==> src/hw/rtl/ntc_ot_pkg.sv <==
// Package for the oversampled NTC temperature block: widths, register indexes,
// reset values and status types shared by the back-end units.
// No dependencies.
package ntc_ot_pkg;

  localparam int SAMPLE_W    = 10;
  localparam int SAMPLES_LOG2 = 5;
  localparam int SUM_W       = SAMPLE_W + SAMPLES_LOG2;
  localparam int CFG_W       = 16;
  localparam int CFG_IDX_W   = 3;
  localparam int NUM_W       = 26;
  localparam int L2_W        = 21;
  localparam int DIV_W       = 41;
  localparam int DIV_CNT_W   = 6;
  localparam int TEMP_W      = 16;

  localparam logic [CFG_IDX_W-1:0] REG_BETA    = 3'd0;
  localparam logic [CFG_IDX_W-1:0] REG_AMBIENT = 3'd1;
  localparam logic [CFG_IDX_W-1:0] REG_ZERO    = 3'd2;
  localparam logic [CFG_IDX_W-1:0] REG_ADC_REF = 3'd3;
  localparam logic [CFG_IDX_W-1:0] REG_DIV_REF = 3'd4;

  localparam logic [CFG_W-1:0] RST_BETA    = 16'd3950;
  localparam logic [CFG_W-1:0] RST_AMBIENT = 16'd29815;
  localparam logic [CFG_W-1:0] RST_ZERO    = 16'd27315;
  localparam logic [CFG_W-1:0] RST_ADC_REF = 16'd5000;
  localparam logic [CFG_W-1:0] RST_DIV_REF = 16'd5000;

  localparam logic [29:0] LN2_Q30   = 30'd744261118;
  localparam logic [22:0] K_SCALE   = 23'd6553600;
  localparam logic signed [TEMP_W-1:0] TEMP_MAX = 16'sh7FFF;
  localparam logic signed [TEMP_W-1:0] TEMP_MIN = 16'sh8000;

  typedef struct packed {
    logic busy;
    logic done;
  } unit_st_t;

endpackage

==> src/hw/rtl/ntc_ot_log2.sv <==
// Serial base-2 logarithm in Q16: one normalising shift per cycle, then one
// squaring step per fraction bit. Depends on ntc_ot_pkg.
module ntc_ot_log2 (
  input  logic                       clk_i,
  input  logic                       rst_ni,
  input  logic                       start_i,
  input  logic [ntc_ot_pkg::NUM_W-1:0] n_i,
  output ntc_ot_pkg::unit_st_t       st_o,
  output logic [ntc_ot_pkg::L2_W-1:0] l2_o
);
  import ntc_ot_pkg::*;

  localparam logic [1:0] PH_IDLE = 2'd0;
  localparam logic [1:0] PH_NORM = 2'd1;
  localparam logic [1:0] PH_SQ   = 2'd2;

  logic [1:0]  ph_q;
  logic [30:0] m_q;
  logic [4:0]  e_q;
  logic [15:0] fr_q;
  logic [3:0]  it_q;
  logic        done_q;
  logic [61:0] sq;
  logic [31:0] s;

  assign sq = m_q * m_q;
  assign s  = sq[61:30];

  always_ff @(posedge clk_i or negedge rst_ni) begin
    if (!rst_ni) begin
      ph_q   <= PH_IDLE;
      done_q <= 1'b0;
      it_q   <= '0;
    end else begin
      done_q <= 1'b0;
      case (ph_q)
        PH_IDLE: begin
          if (start_i) begin
            ph_q <= PH_NORM;
          end
        end
        PH_NORM: begin
          if (m_q[30]) begin
            ph_q <= PH_SQ;
            it_q <= '0;
          end
        end
        PH_SQ: begin
          it_q <= it_q + 4'd1;
          if (it_q == 4'd15) begin
            ph_q   <= PH_IDLE;
            done_q <= 1'b1;
          end
        end
        default: ph_q <= PH_IDLE;
      endcase
    end
  end

  always_ff @(posedge clk_i) begin
    case (ph_q)
      PH_IDLE: begin
        if (start_i) begin
          m_q  <= {5'd0, n_i};
          e_q  <= 5'd30;
          fr_q <= '0;
        end
      end
      PH_NORM: begin
        if (!m_q[30]) begin
          m_q <= {m_q[29:0], 1'b0};
          e_q <= e_q - 5'd1;
        end
      end
      PH_SQ: begin
        fr_q <= {fr_q[14:0], s[31]};
        m_q  <= s[31] ? s[31:1] : s[30:0];
      end
      default: ;
    endcase
  end

  assign st_o.busy = (ph_q != PH_IDLE);
  assign st_o.done = done_q;
  assign l2_o      = {e_q, fr_q};

endmodule

==> src/hw/rtl/ntc_ot_div.sv <==
// Restoring divider, one quotient bit per cycle, shared by both divisions.
// Depends on ntc_ot_pkg.
module ntc_ot_div (
  input  logic                       clk_i,
  input  logic                       rst_ni,
  input  logic                       start_i,
  input  logic [ntc_ot_pkg::DIV_W-1:0] dividend_i,
  input  logic [ntc_ot_pkg::DIV_W-1:0] divisor_i,
  output ntc_ot_pkg::unit_st_t       st_o,
  output logic [ntc_ot_pkg::DIV_W-1:0] quot_o
);
  import ntc_ot_pkg::*;

  logic [DIV_W-1:0]     rem_q;
  logic [DIV_W-1:0]     quo_q;
  logic [DIV_W-1:0]     dsr_q;
  logic [DIV_CNT_W-1:0] cnt_q;
  logic                 busy_q;
  logic                 done_q;
  logic [DIV_W:0]       trial;
  logic [DIV_W:0]       diff;

  assign trial = {rem_q, quo_q[DIV_W-1]};
  assign diff  = trial - {1'b0, dsr_q};

  always_ff @(posedge clk_i or negedge rst_ni) begin
    if (!rst_ni) begin
      busy_q <= 1'b0;
      done_q <= 1'b0;
      cnt_q  <= '0;
    end else begin
      done_q <= 1'b0;
      if (!busy_q) begin
        if (start_i) begin
          busy_q <= 1'b1;
          cnt_q  <= '0;
        end
      end else begin
        cnt_q <= cnt_q + 1'b1;
        if (cnt_q == DIV_CNT_W'(DIV_W - 1)) begin
          busy_q <= 1'b0;
          done_q <= 1'b1;
        end
      end
    end
  end

  always_ff @(posedge clk_i) begin
    if (!busy_q) begin
      if (start_i) begin
        rem_q <= '0;
        quo_q <= dividend_i;
        dsr_q <= divisor_i;
      end
    end else if (!diff[DIV_W]) begin
      rem_q <= diff[DIV_W-1:0];
      quo_q <= {quo_q[DIV_W-2:0], 1'b1};
    end else begin
      rem_q <= trial[DIV_W-1:0];
      quo_q <= {quo_q[DIV_W-2:0], 1'b0};
    end
  end

  assign st_o.busy = busy_q;
  assign st_o.done = done_q;
  assign quot_o    = quo_q;

endmodule

==> src/hw/rtl/ntc_oversampled_temperature_top.sv <==
// Top level: per-channel 32-sample averaging and the NTC beta-equation back end.
// Depends on ntc_ot_pkg, ntc_ot_log2 and ntc_ot_div.
//
//   channel | direction | beat carries
//   in      | sink      | adc_sample, channel
//   out     | source    | result_channel, average_code, temperature_centi, out_of_range
//   cfg     | sink      | register index, 16-bit data (write only)
//
// A sample that does not complete an average is added to its channel's sum and the next sample can follow.
// A light result passes through the prep, check and output states after its last sample;
// a thermistor result goes through up to two log passes and two 41-step divisions.
// in_stall_o is high while a result is being worked out or waits for the output
// register; a stalled output beat holds. Reset clears sums and counts, sets the config registers to defaults.
module ntc_oversampled_temperature_top (
  input  logic                                  clk_i,
  input  logic                                  rst_ni,
  input  logic                                  in_valid_i,
  output logic                                  in_stall_o,
  input  logic [ntc_ot_pkg::SAMPLE_W-1:0]       adc_sample_i,
  input  logic                                  channel_i,
  output logic                                  out_valid_o,
  input  logic                                  out_stall_i,
  output logic                                  result_channel_o,
  output logic [ntc_ot_pkg::SAMPLE_W-1:0]       average_code_o,
  output logic signed [ntc_ot_pkg::TEMP_W-1:0]  temperature_centi_o,
  output logic                                  out_of_range_o,
  input  logic                                  cfg_we_i,
  input  logic [ntc_ot_pkg::CFG_IDX_W-1:0]      cfg_index_i,
  input  logic [ntc_ot_pkg::CFG_W-1:0]          cfg_data_i
);
  import ntc_ot_pkg::*;

  localparam logic [3:0] S_IDLE = 4'd0;
  localparam logic [3:0] S_PREP = 4'd1;
  localparam logic [3:0] S_CHK  = 4'd2;
  localparam logic [3:0] S_LOGN = 4'd3;
  localparam logic [3:0] S_LOGD = 4'd4;
  localparam logic [3:0] S_LN   = 4'd5;
  localparam logic [3:0] S_TERM = 4'd6;
  localparam logic [3:0] S_DD   = 4'd7;
  localparam logic [3:0] S_TEMP = 4'd8;
  localparam logic [3:0] S_OUT  = 4'd9;

  logic [CFG_W-1:0] beta_q, amb_q, zero_q, vref_q, vdiv_q;
  logic [SUM_W-1:0] sum_q [2];
  logic [SAMPLES_LOG2-1:0] cnt_q [2];
  logic [3:0]  st_q;
  logic        ch_q;
  logic [SAMPLE_W-1:0] avg_q;
  logic [NUM_W-1:0] num_q;
  logic [38:0] k_q;
  logic [L2_W-1:0] l2n_q;
  logic signed [L2_W:0] d_q;
  logic signed [L2_W:0] lnx_q;
  logic signed [DIV_W:0] dd_q;
  logic signed [TEMP_W-1:0] temp_q;
  logic        flag_q;
  logic        out_v_q;
  logic        in_acc;
  logic [SUM_W-1:0] sum_nx;
  logic signed [NUM_W:0] den;
  logic [CFG_W-1:0] ta;
  logic [L2_W-1:0] d_abs;
  logic [50:0] ln_prod;
  logic [L2_W-1:0] mag;
  logic signed [DIV_W:0] dd_w;
  logic signed [DIV_W:0] t_w;
  logic        log_start, div_start;
  logic [NUM_W-1:0] log_n;
  logic [DIV_W-1:0] div_a, div_b, quot;
  logic [L2_W-1:0] l2;
  unit_st_t    log_st, div_st;

  assign in_stall_o = (st_q != S_IDLE);
  assign in_acc     = in_valid_i && !in_stall_o;
  assign sum_nx     = sum_q[channel_i] + SUM_W'(adc_sample_i);

  always_ff @(posedge clk_i or negedge rst_ni) begin
    if (!rst_ni) begin
      beta_q <= RST_BETA;
      amb_q  <= RST_AMBIENT;
      zero_q <= RST_ZERO;
      vref_q <= RST_ADC_REF;
      vdiv_q <= RST_DIV_REF;
    end else if (cfg_we_i) begin
      case (cfg_index_i)
        REG_BETA:    beta_q <= cfg_data_i;
        REG_AMBIENT: amb_q  <= cfg_data_i;
        REG_ZERO:    zero_q <= cfg_data_i;
        REG_ADC_REF: vref_q <= cfg_data_i;
        REG_DIV_REF: vdiv_q <= cfg_data_i;
        default: ;
      endcase
    end
  end

  assign den     = $signed({1'b0, vdiv_q, 10'd0}) - $signed({1'b0, num_q});
  assign ta      = (amb_q == '0) ? CFG_W'(1) : amb_q;
  assign d_abs   = d_q[L2_W] ? L2_W'(-d_q) : d_q[L2_W-1:0];
  assign ln_prod = d_abs * LN2_Q30;
  assign mag     = L2_W'((ln_prod + 51'(1 << 29)) >> 30);
  assign dd_w    = $signed({1'b0, quot}) +
                   $signed({{(DIV_W-L2_W){lnx_q[L2_W]}}, lnx_q});
  assign t_w     = $signed({1'b0, quot}) - $signed({26'd0, zero_q});

  assign log_start = ((st_q == S_CHK) && (ch_q == 1'b0) && (num_q != '0) &&
                       !den[NUM_W] && (den != '0)) ||
                     ((st_q == S_LOGN) && log_st.done);
  assign log_n     = (st_q == S_CHK) ? num_q : den[NUM_W-1:0];
  assign div_start = (st_q == S_LN) ||
                     ((st_q == S_DD) && !dd_q[DIV_W] && (dd_q != '0));
  assign div_a     = (st_q == S_LN) ? ({2'd0, k_q} + DIV_W'(ta >> 1))
                                    : ({2'd0, k_q} + dd_q[DIV_W:1]);
  assign div_b     = (st_q == S_LN) ? DIV_W'(ta) : dd_q[DIV_W-1:0];

  ntc_ot_log2 u_log (
    .clk_i   (clk_i),
    .rst_ni  (rst_ni),
    .start_i (log_start),
    .n_i     (log_n),
    .st_o    (log_st),
    .l2_o    (l2)
  );

  ntc_ot_div u_div (
    .clk_i      (clk_i),
    .rst_ni     (rst_ni),
    .start_i    (div_start),
    .dividend_i (div_a),
    .divisor_i  (div_b),
    .st_o       (div_st),
    .quot_o     (quot)
  );

  always_ff @(posedge clk_i or negedge rst_ni) begin
    if (!rst_ni) begin
      st_q     <= S_IDLE;
      out_v_q  <= 1'b0;
      sum_q[0] <= '0;
      sum_q[1] <= '0;
      cnt_q[0] <= '0;
      cnt_q[1] <= '0;
    end else begin
      if ((st_q == S_OUT) && (!out_v_q || !out_stall_i)) begin
        out_v_q <= 1'b1;
      end else if (out_v_q && !out_stall_i) begin
        out_v_q <= 1'b0;
      end
      case (st_q)
        S_IDLE: begin
          if (in_acc) begin
            if (cnt_q[channel_i] == '1) begin
              sum_q[channel_i] <= '0;
              cnt_q[channel_i] <= '0;
              st_q             <= S_PREP;
            end else begin
              sum_q[channel_i] <= sum_nx;
              cnt_q[channel_i] <= cnt_q[channel_i] + 1'b1;
            end
          end
        end
        S_PREP: st_q <= S_CHK;
        S_CHK:  st_q <= log_start ? S_LOGN : S_OUT;
        S_LOGN: if (log_st.done) st_q <= S_LOGD;
        S_LOGD: if (log_st.done) st_q <= S_LN;
        S_LN:   st_q <= S_TERM;
        S_TERM: if (div_st.done) st_q <= S_DD;
        S_DD:   st_q <= div_start ? S_TEMP : S_OUT;
        S_TEMP: if (div_st.done) st_q <= S_OUT;
        S_OUT: begin
          if (!out_v_q || !out_stall_i) begin
            st_q <= S_IDLE;
          end
        end
        default: st_q <= S_IDLE;
      endcase
    end
  end

  always_ff @(posedge clk_i) begin
    case (st_q)
      S_IDLE: begin
        if (in_acc) begin
          ch_q  <= channel_i;
          avg_q <= sum_nx[SUM_W-1:SAMPLES_LOG2];
        end
      end
      S_PREP: begin
        num_q  <= avg_q * vref_q;
        k_q    <= beta_q * K_SCALE;
        temp_q <= '0;
        flag_q <= 1'b0;
      end
      S_CHK: begin
        if (!ch_q) begin
          if (num_q == '0) begin
            temp_q <= TEMP_MAX;
            flag_q <= 1'b1;
          end else if (den[NUM_W] || den == '0) begin
            temp_q <= TEMP_MIN;
            flag_q <= 1'b1;
          end
        end
      end
      S_LOGN: if (log_st.done) l2n_q <= l2;
      S_LOGD: if (log_st.done) d_q <= $signed({1'b0, l2n_q}) - $signed({1'b0, l2});
      S_LN:   lnx_q <= d_q[L2_W] ? -$signed({1'b0, mag}) : $signed({1'b0, mag});
      S_TERM: if (div_st.done) dd_q <= dd_w;
      S_DD: begin
        if (!div_start) begin
          temp_q <= TEMP_MAX;
          flag_q <= 1'b1;
        end
      end
      S_TEMP: begin
        if (div_st.done) begin
          if (t_w > $signed(42'(32767))) begin
            temp_q <= TEMP_MAX;
            flag_q <= 1'b1;
          end else if (t_w < -$signed(42'(32768))) begin
            temp_q <= TEMP_MIN;
            flag_q <= 1'b1;
          end else begin
            temp_q <= t_w[TEMP_W-1:0];
          end
        end
      end
      S_OUT: begin
        if (!out_v_q || !out_stall_i) begin
          result_channel_o    <= ch_q;
          average_code_o      <= avg_q;
          temperature_centi_o <= temp_q;
          out_of_range_o      <= flag_q;
        end
      end
      default: ;
    endcase
  end

  assign out_valid_o = out_v_q;

endmodule

==> config.mk <==
export PLATFORM = sky130hd
export DESIGN_NAME = ntc_oversampled_temperature_top
export DESIGN_NICKNAME = d
export VERILOG_FILES = /design/src/hw/rtl/ntc_ot_pkg.sv /design/src/hw/rtl/ntc_ot_log2.sv /design/src/hw/rtl/ntc_ot_div.sv /design/src/hw/rtl/ntc_oversampled_temperature_top.sv
export SDC_FILE = /design/constraint.sdc
export NUM_CORES = 2
export LEC_CHECK = 0
export ABC_AREA = 1
export BUFFER_PORTS_ARGS = -buffer_cell sky130_fd_sc_hd__buf_2
export CORE_ASPECT_RATIO = 0.5
export CORE_MARGIN = 2
export CORE_UTILIZATION = 35
export CTS_CLUSTER_SIZE = 20
export DETAILED_ROUTE_END_ITERATION = 10
export GPL_TIMING_DRIVEN = 1
export PLACE_DENSITY = 0.56
export SLEW_MARGIN = 20
export SYNTH_ARGS = -nofsm -noshare
export SYNTH_HDL_FRONTEND = slang
export SYNTH_SLANG_ARGS = --single-unit
==> constraint.sdc <==
create_clock -name clk_i -period 15.9 [get_ports clk_i]
set_input_delay 0.795 -clock clk_i [delete_from_list [all_inputs] [get_ports clk_i]]
set_output_delay 0.795 -clock clk_i [all_outputs]
set_load 0.01 [all_outputs]
==> flow_metrics.py <==
metrics = {
    "yosys": {
        "async_flop_share_pct": 26.67,
        "synthSimpleGateAreaFrac_pct": 15.80,
        "synth_xor_area_share_pct": 3.359,
        "ys_top_cells_by_area": "fa_1 28%, edfxtp_1 15%, ha_1 13%, inv_1 12%, nand2_1 9.4%",
        "yosys_warnings": 0,
        "synth-compound-area-share_pct": 7.711,
        "synth_edf_count": 385,
        "synth_top_flop_cell": "edfxtp_1",
        "synthMuxAreaShare_pct": 0,
        "yosysMostFrequentCell": "inv_1",
        "synth_seq_cells": 525,
        "synth_adder_area_share_pct": 40.51,
        "syn_avg_cell_area_um2": 8.156,
        "seq_area_frac_synth_pct": 19.33,
        "synth_top_family_by_area": "adder cells",
        "synth_nets": 11500,
        "synth.distinct_cells": 61,
        "synthTopCellsByCount": "2,523 x inv_1, 1,967 x nand2_1, 1,084 x fa_1",
        "synth_top_area_share_pct": 27.76,
        "syn_area_um2": 78180,
        "synth_top_area_cell": "fa_1",
        "syn_inst": 9586,
    },
    "drt": {
        "ant_nets": 0,
        "routed_wl_um": 218500,
        "dr.pass1.iters": 6,
        "post_drt_wl_per_cell_um": 17.35,
        "viasPerCell": 4.763,
        "drt-initial-drc-count": 4036,
        "vias": 59990,
        "drc": 0,
    },
    "floorplanning": {
        "rows": 122,
        "coreArea_um2": 221600,
        "io_pins": 65,
        "start_util_pct": 35.27,
        "die_h_um": 338.2,
        "dieArea_um2": 227400,
        "die_w_um": 672.4,
    },
    "setup_path": {
        "cpPeakStageDelay_ns": 0.68,
        "cpMostUsedCell": "nand2_1",
        "cp_max_fo": 7,
        "worst-setup-path-type": "flop to flop",
        "worstSetupEndpointType": "flop",
        "start_kind": "flop",
        "worstPathRequired_ns": 16.34,
        "worstPathArrival_ns": 10.98,
        "slowest_stage": "fa_1",
    },
    "placement": {
        "gp_congestion": 0.9331,
        "place_ws_ns": 5.467,
        "portBuffers": 64,
        "dpl.hpwl_um": 178200,
    },
    "layout": {
        "layout-drive-gt1-share_pct": 4.025,
        "final-seq-area_um2": 15110,
        "layout.nets": 11480,
        "areaGrowthSynthToFinish_pct": 7.631,
        "multi_input_comb_area_um2": 52760,
        "num-fill-cells": 23120,
    },
    "clocking": {
        "cts.hold.buffers_added": 0,
        "postCtsSetupRepairBufs": 0,
        "clock_latency_ns": 0.70,
        "cts_buffers": 61,
        "cts_tree": "built",
        "cts.sinks": 525,
        "cts_root_buffer": "clkbuf_16",
        "h-tree-depth": 2,
        "clk_pin_slew_ns": 0.06,
        "ctsLongestPathBuffers": 3,
        "cts_resized": 0,
    },
    "grt": {
        "grt_overflow_total": 0,
        "grt_pass1_wl_um": 351600,
        "antenna_found_initial": 7,
        "grt_pass1_vias": 62640,
        "grt_max_degree": 81,
        "grt_util_all_layers_pct": 19.50,
    },
    "sta": {
        "min_period_ns": 10.54,
        "layout_setup_ws_ns": 5.359,
        "fin_skew_ns": 0.06856,
        "worstMarginPinSlew_ns": 1.070,
        "max_freq_mhz": 94.86,
        "tns_ns": 0,
        "finalSetupViolCount": 0,
        "final_max_slew_viol_count": 0,
        "final.period_utilization_pct": 66.30,
        "hold_violations": 0,
        "rsz0062_at_grt": "no",
        "slew-limit-headroom_pct": 28.58,
    },
    "worst_hold_path": {
        "hold_class": "input port to asynchronous set/reset pin",
    },
    "job": {
        "maxCapViolCount": 0,
    },
    "status": {
        "status": "complete, no violations",
    },
}
[per-stage QoR]
step	instances	area, um2	utilization (%)	hold slack, ns
floorplan	9586	78180	-	0.4003
global placement	12470	81920	36.96	0.4062
detailed placement	12480	81950	36.97	0.4054
CTS	12590	84120	37.95	0.1079
global route	12590	84140	37.96	0.1318
finish	12600	84150	37.96	0.1056
[kinds of logic (layout without fill, tap and decap cells)]
logic type | count (synthesis) | after routing
flip-flops | 525 | 525
AO/OA/AOI/OAI | 1090 | 1090
buffers and inverters | 2758 | 2787
adder cells (fa/ha/maj) | 1881 | 1881
XOR/XNOR | 299 | 299
other | 0 | 4
AND/OR/NAND/NOR | 3033 | 3033
[worst paths after layout]
kind	from	end	slack [ns]	cells after the start
max	d_q[0]	lnx_q[20]	5.36	49
min	rst_ni	sum_q[23]	0.11	1
max reg2reg	d_q[0]	lnx_q[20]	5.36	49
min reg2reg	temp_q[5]	temperature_centi_o[5]	0.42	0
max in group asynchronous	rst_ni	u_div.busy_q	14.30	2
min in group clk_i	temp_q[5]	temperature_centi_o[5]	0.42	0
[cells in the final DEF (no fill, tap or decap), types with 24 or more instances in the layout]
| cell type | instances |
|---|---|
| o21ai_0 | 392 |
| edfxtp_1 | 385 |
| buf_2 | 63 |
| xor2_1 | 201 |
| xnor2_1 | 96 |
| dfstp_2 | 38 |
| buf_4 | 66 |
| nor2_1 | 553 |
| a21oi_1 | 416 |
| nand3_1 | 225 |
| nand4_1 | 67 |
| a31oi_1 | 59 |
| o22ai_1 | 24 |
| fa_1 | 1084 |
| clkbuf_16 | 63 |
| nor4_1 | 32 |
| o211ai_1 | 45 |
| o21ai_1 | 26 |
| ha_1 | 797 |
| nor2_2 | 32 |
| nand2_1 | 1966 |
| o21a_1 | 26 |
| inv_1 | 2522 |
| nor3_1 | 75 |
| nand2_2 | 29 |
| dfrtp_1 | 101 |
[state kept, by name, indices dropped and copies added, names as in the netlist, 21 cells and up]
signal and flops:
num_q 26, u_div.quot_o 41, dd_q 42, l2n_q 21
u_log.m_q 31, u_div.rem_q 41, sum_q 30, k_q 21
d_q 22, u_div.dsr_q 41, lnx_q 22
[layout make-up]
class | instances | area share (%)
timing repair buffer | 131 | 1.001
multi-input combinational | 6303 | 62.70
inverter | 2540 | 11.33
clock buffer | 86 | 2.083
tap | 2976 | 4.425
clock inverter | 30 | 0.4892
sequential | 525 | 17.96
antenna | 4 | 0.01190
[critical path, delay by kind of cell, from the launching register on]
family                   cells  cell delay [ns]
AO/OA/AOI/OAI                3             0.61
XOR/XNOR                     1             0.48
adder cells (fa/ha/maj)     10             4.45
buffers and inverters        9             0.85
flip-flops                   1             0.53
AND/OR/NAND/NOR             26             3.35
[metal layers]
layer | part of all wire, % | routed length (um) | up-vias | global-route usage [%]
met5 | 0 | 0 | - | 0
met4 | 2.7 | 5873 | 0 | 4.805
met3 | 4.0 | 8699 | 243 | 1.511
met2 | 47 | 102100 | 1212 | 32.80
met1 | 47 | 101800 | 29370 | 27.24
li1 | - | - | 29170 | -
Power is left out: the tool's default activity adds up to more than one toggle a clock period on the data nets, which glitch-free logic cannot reach.
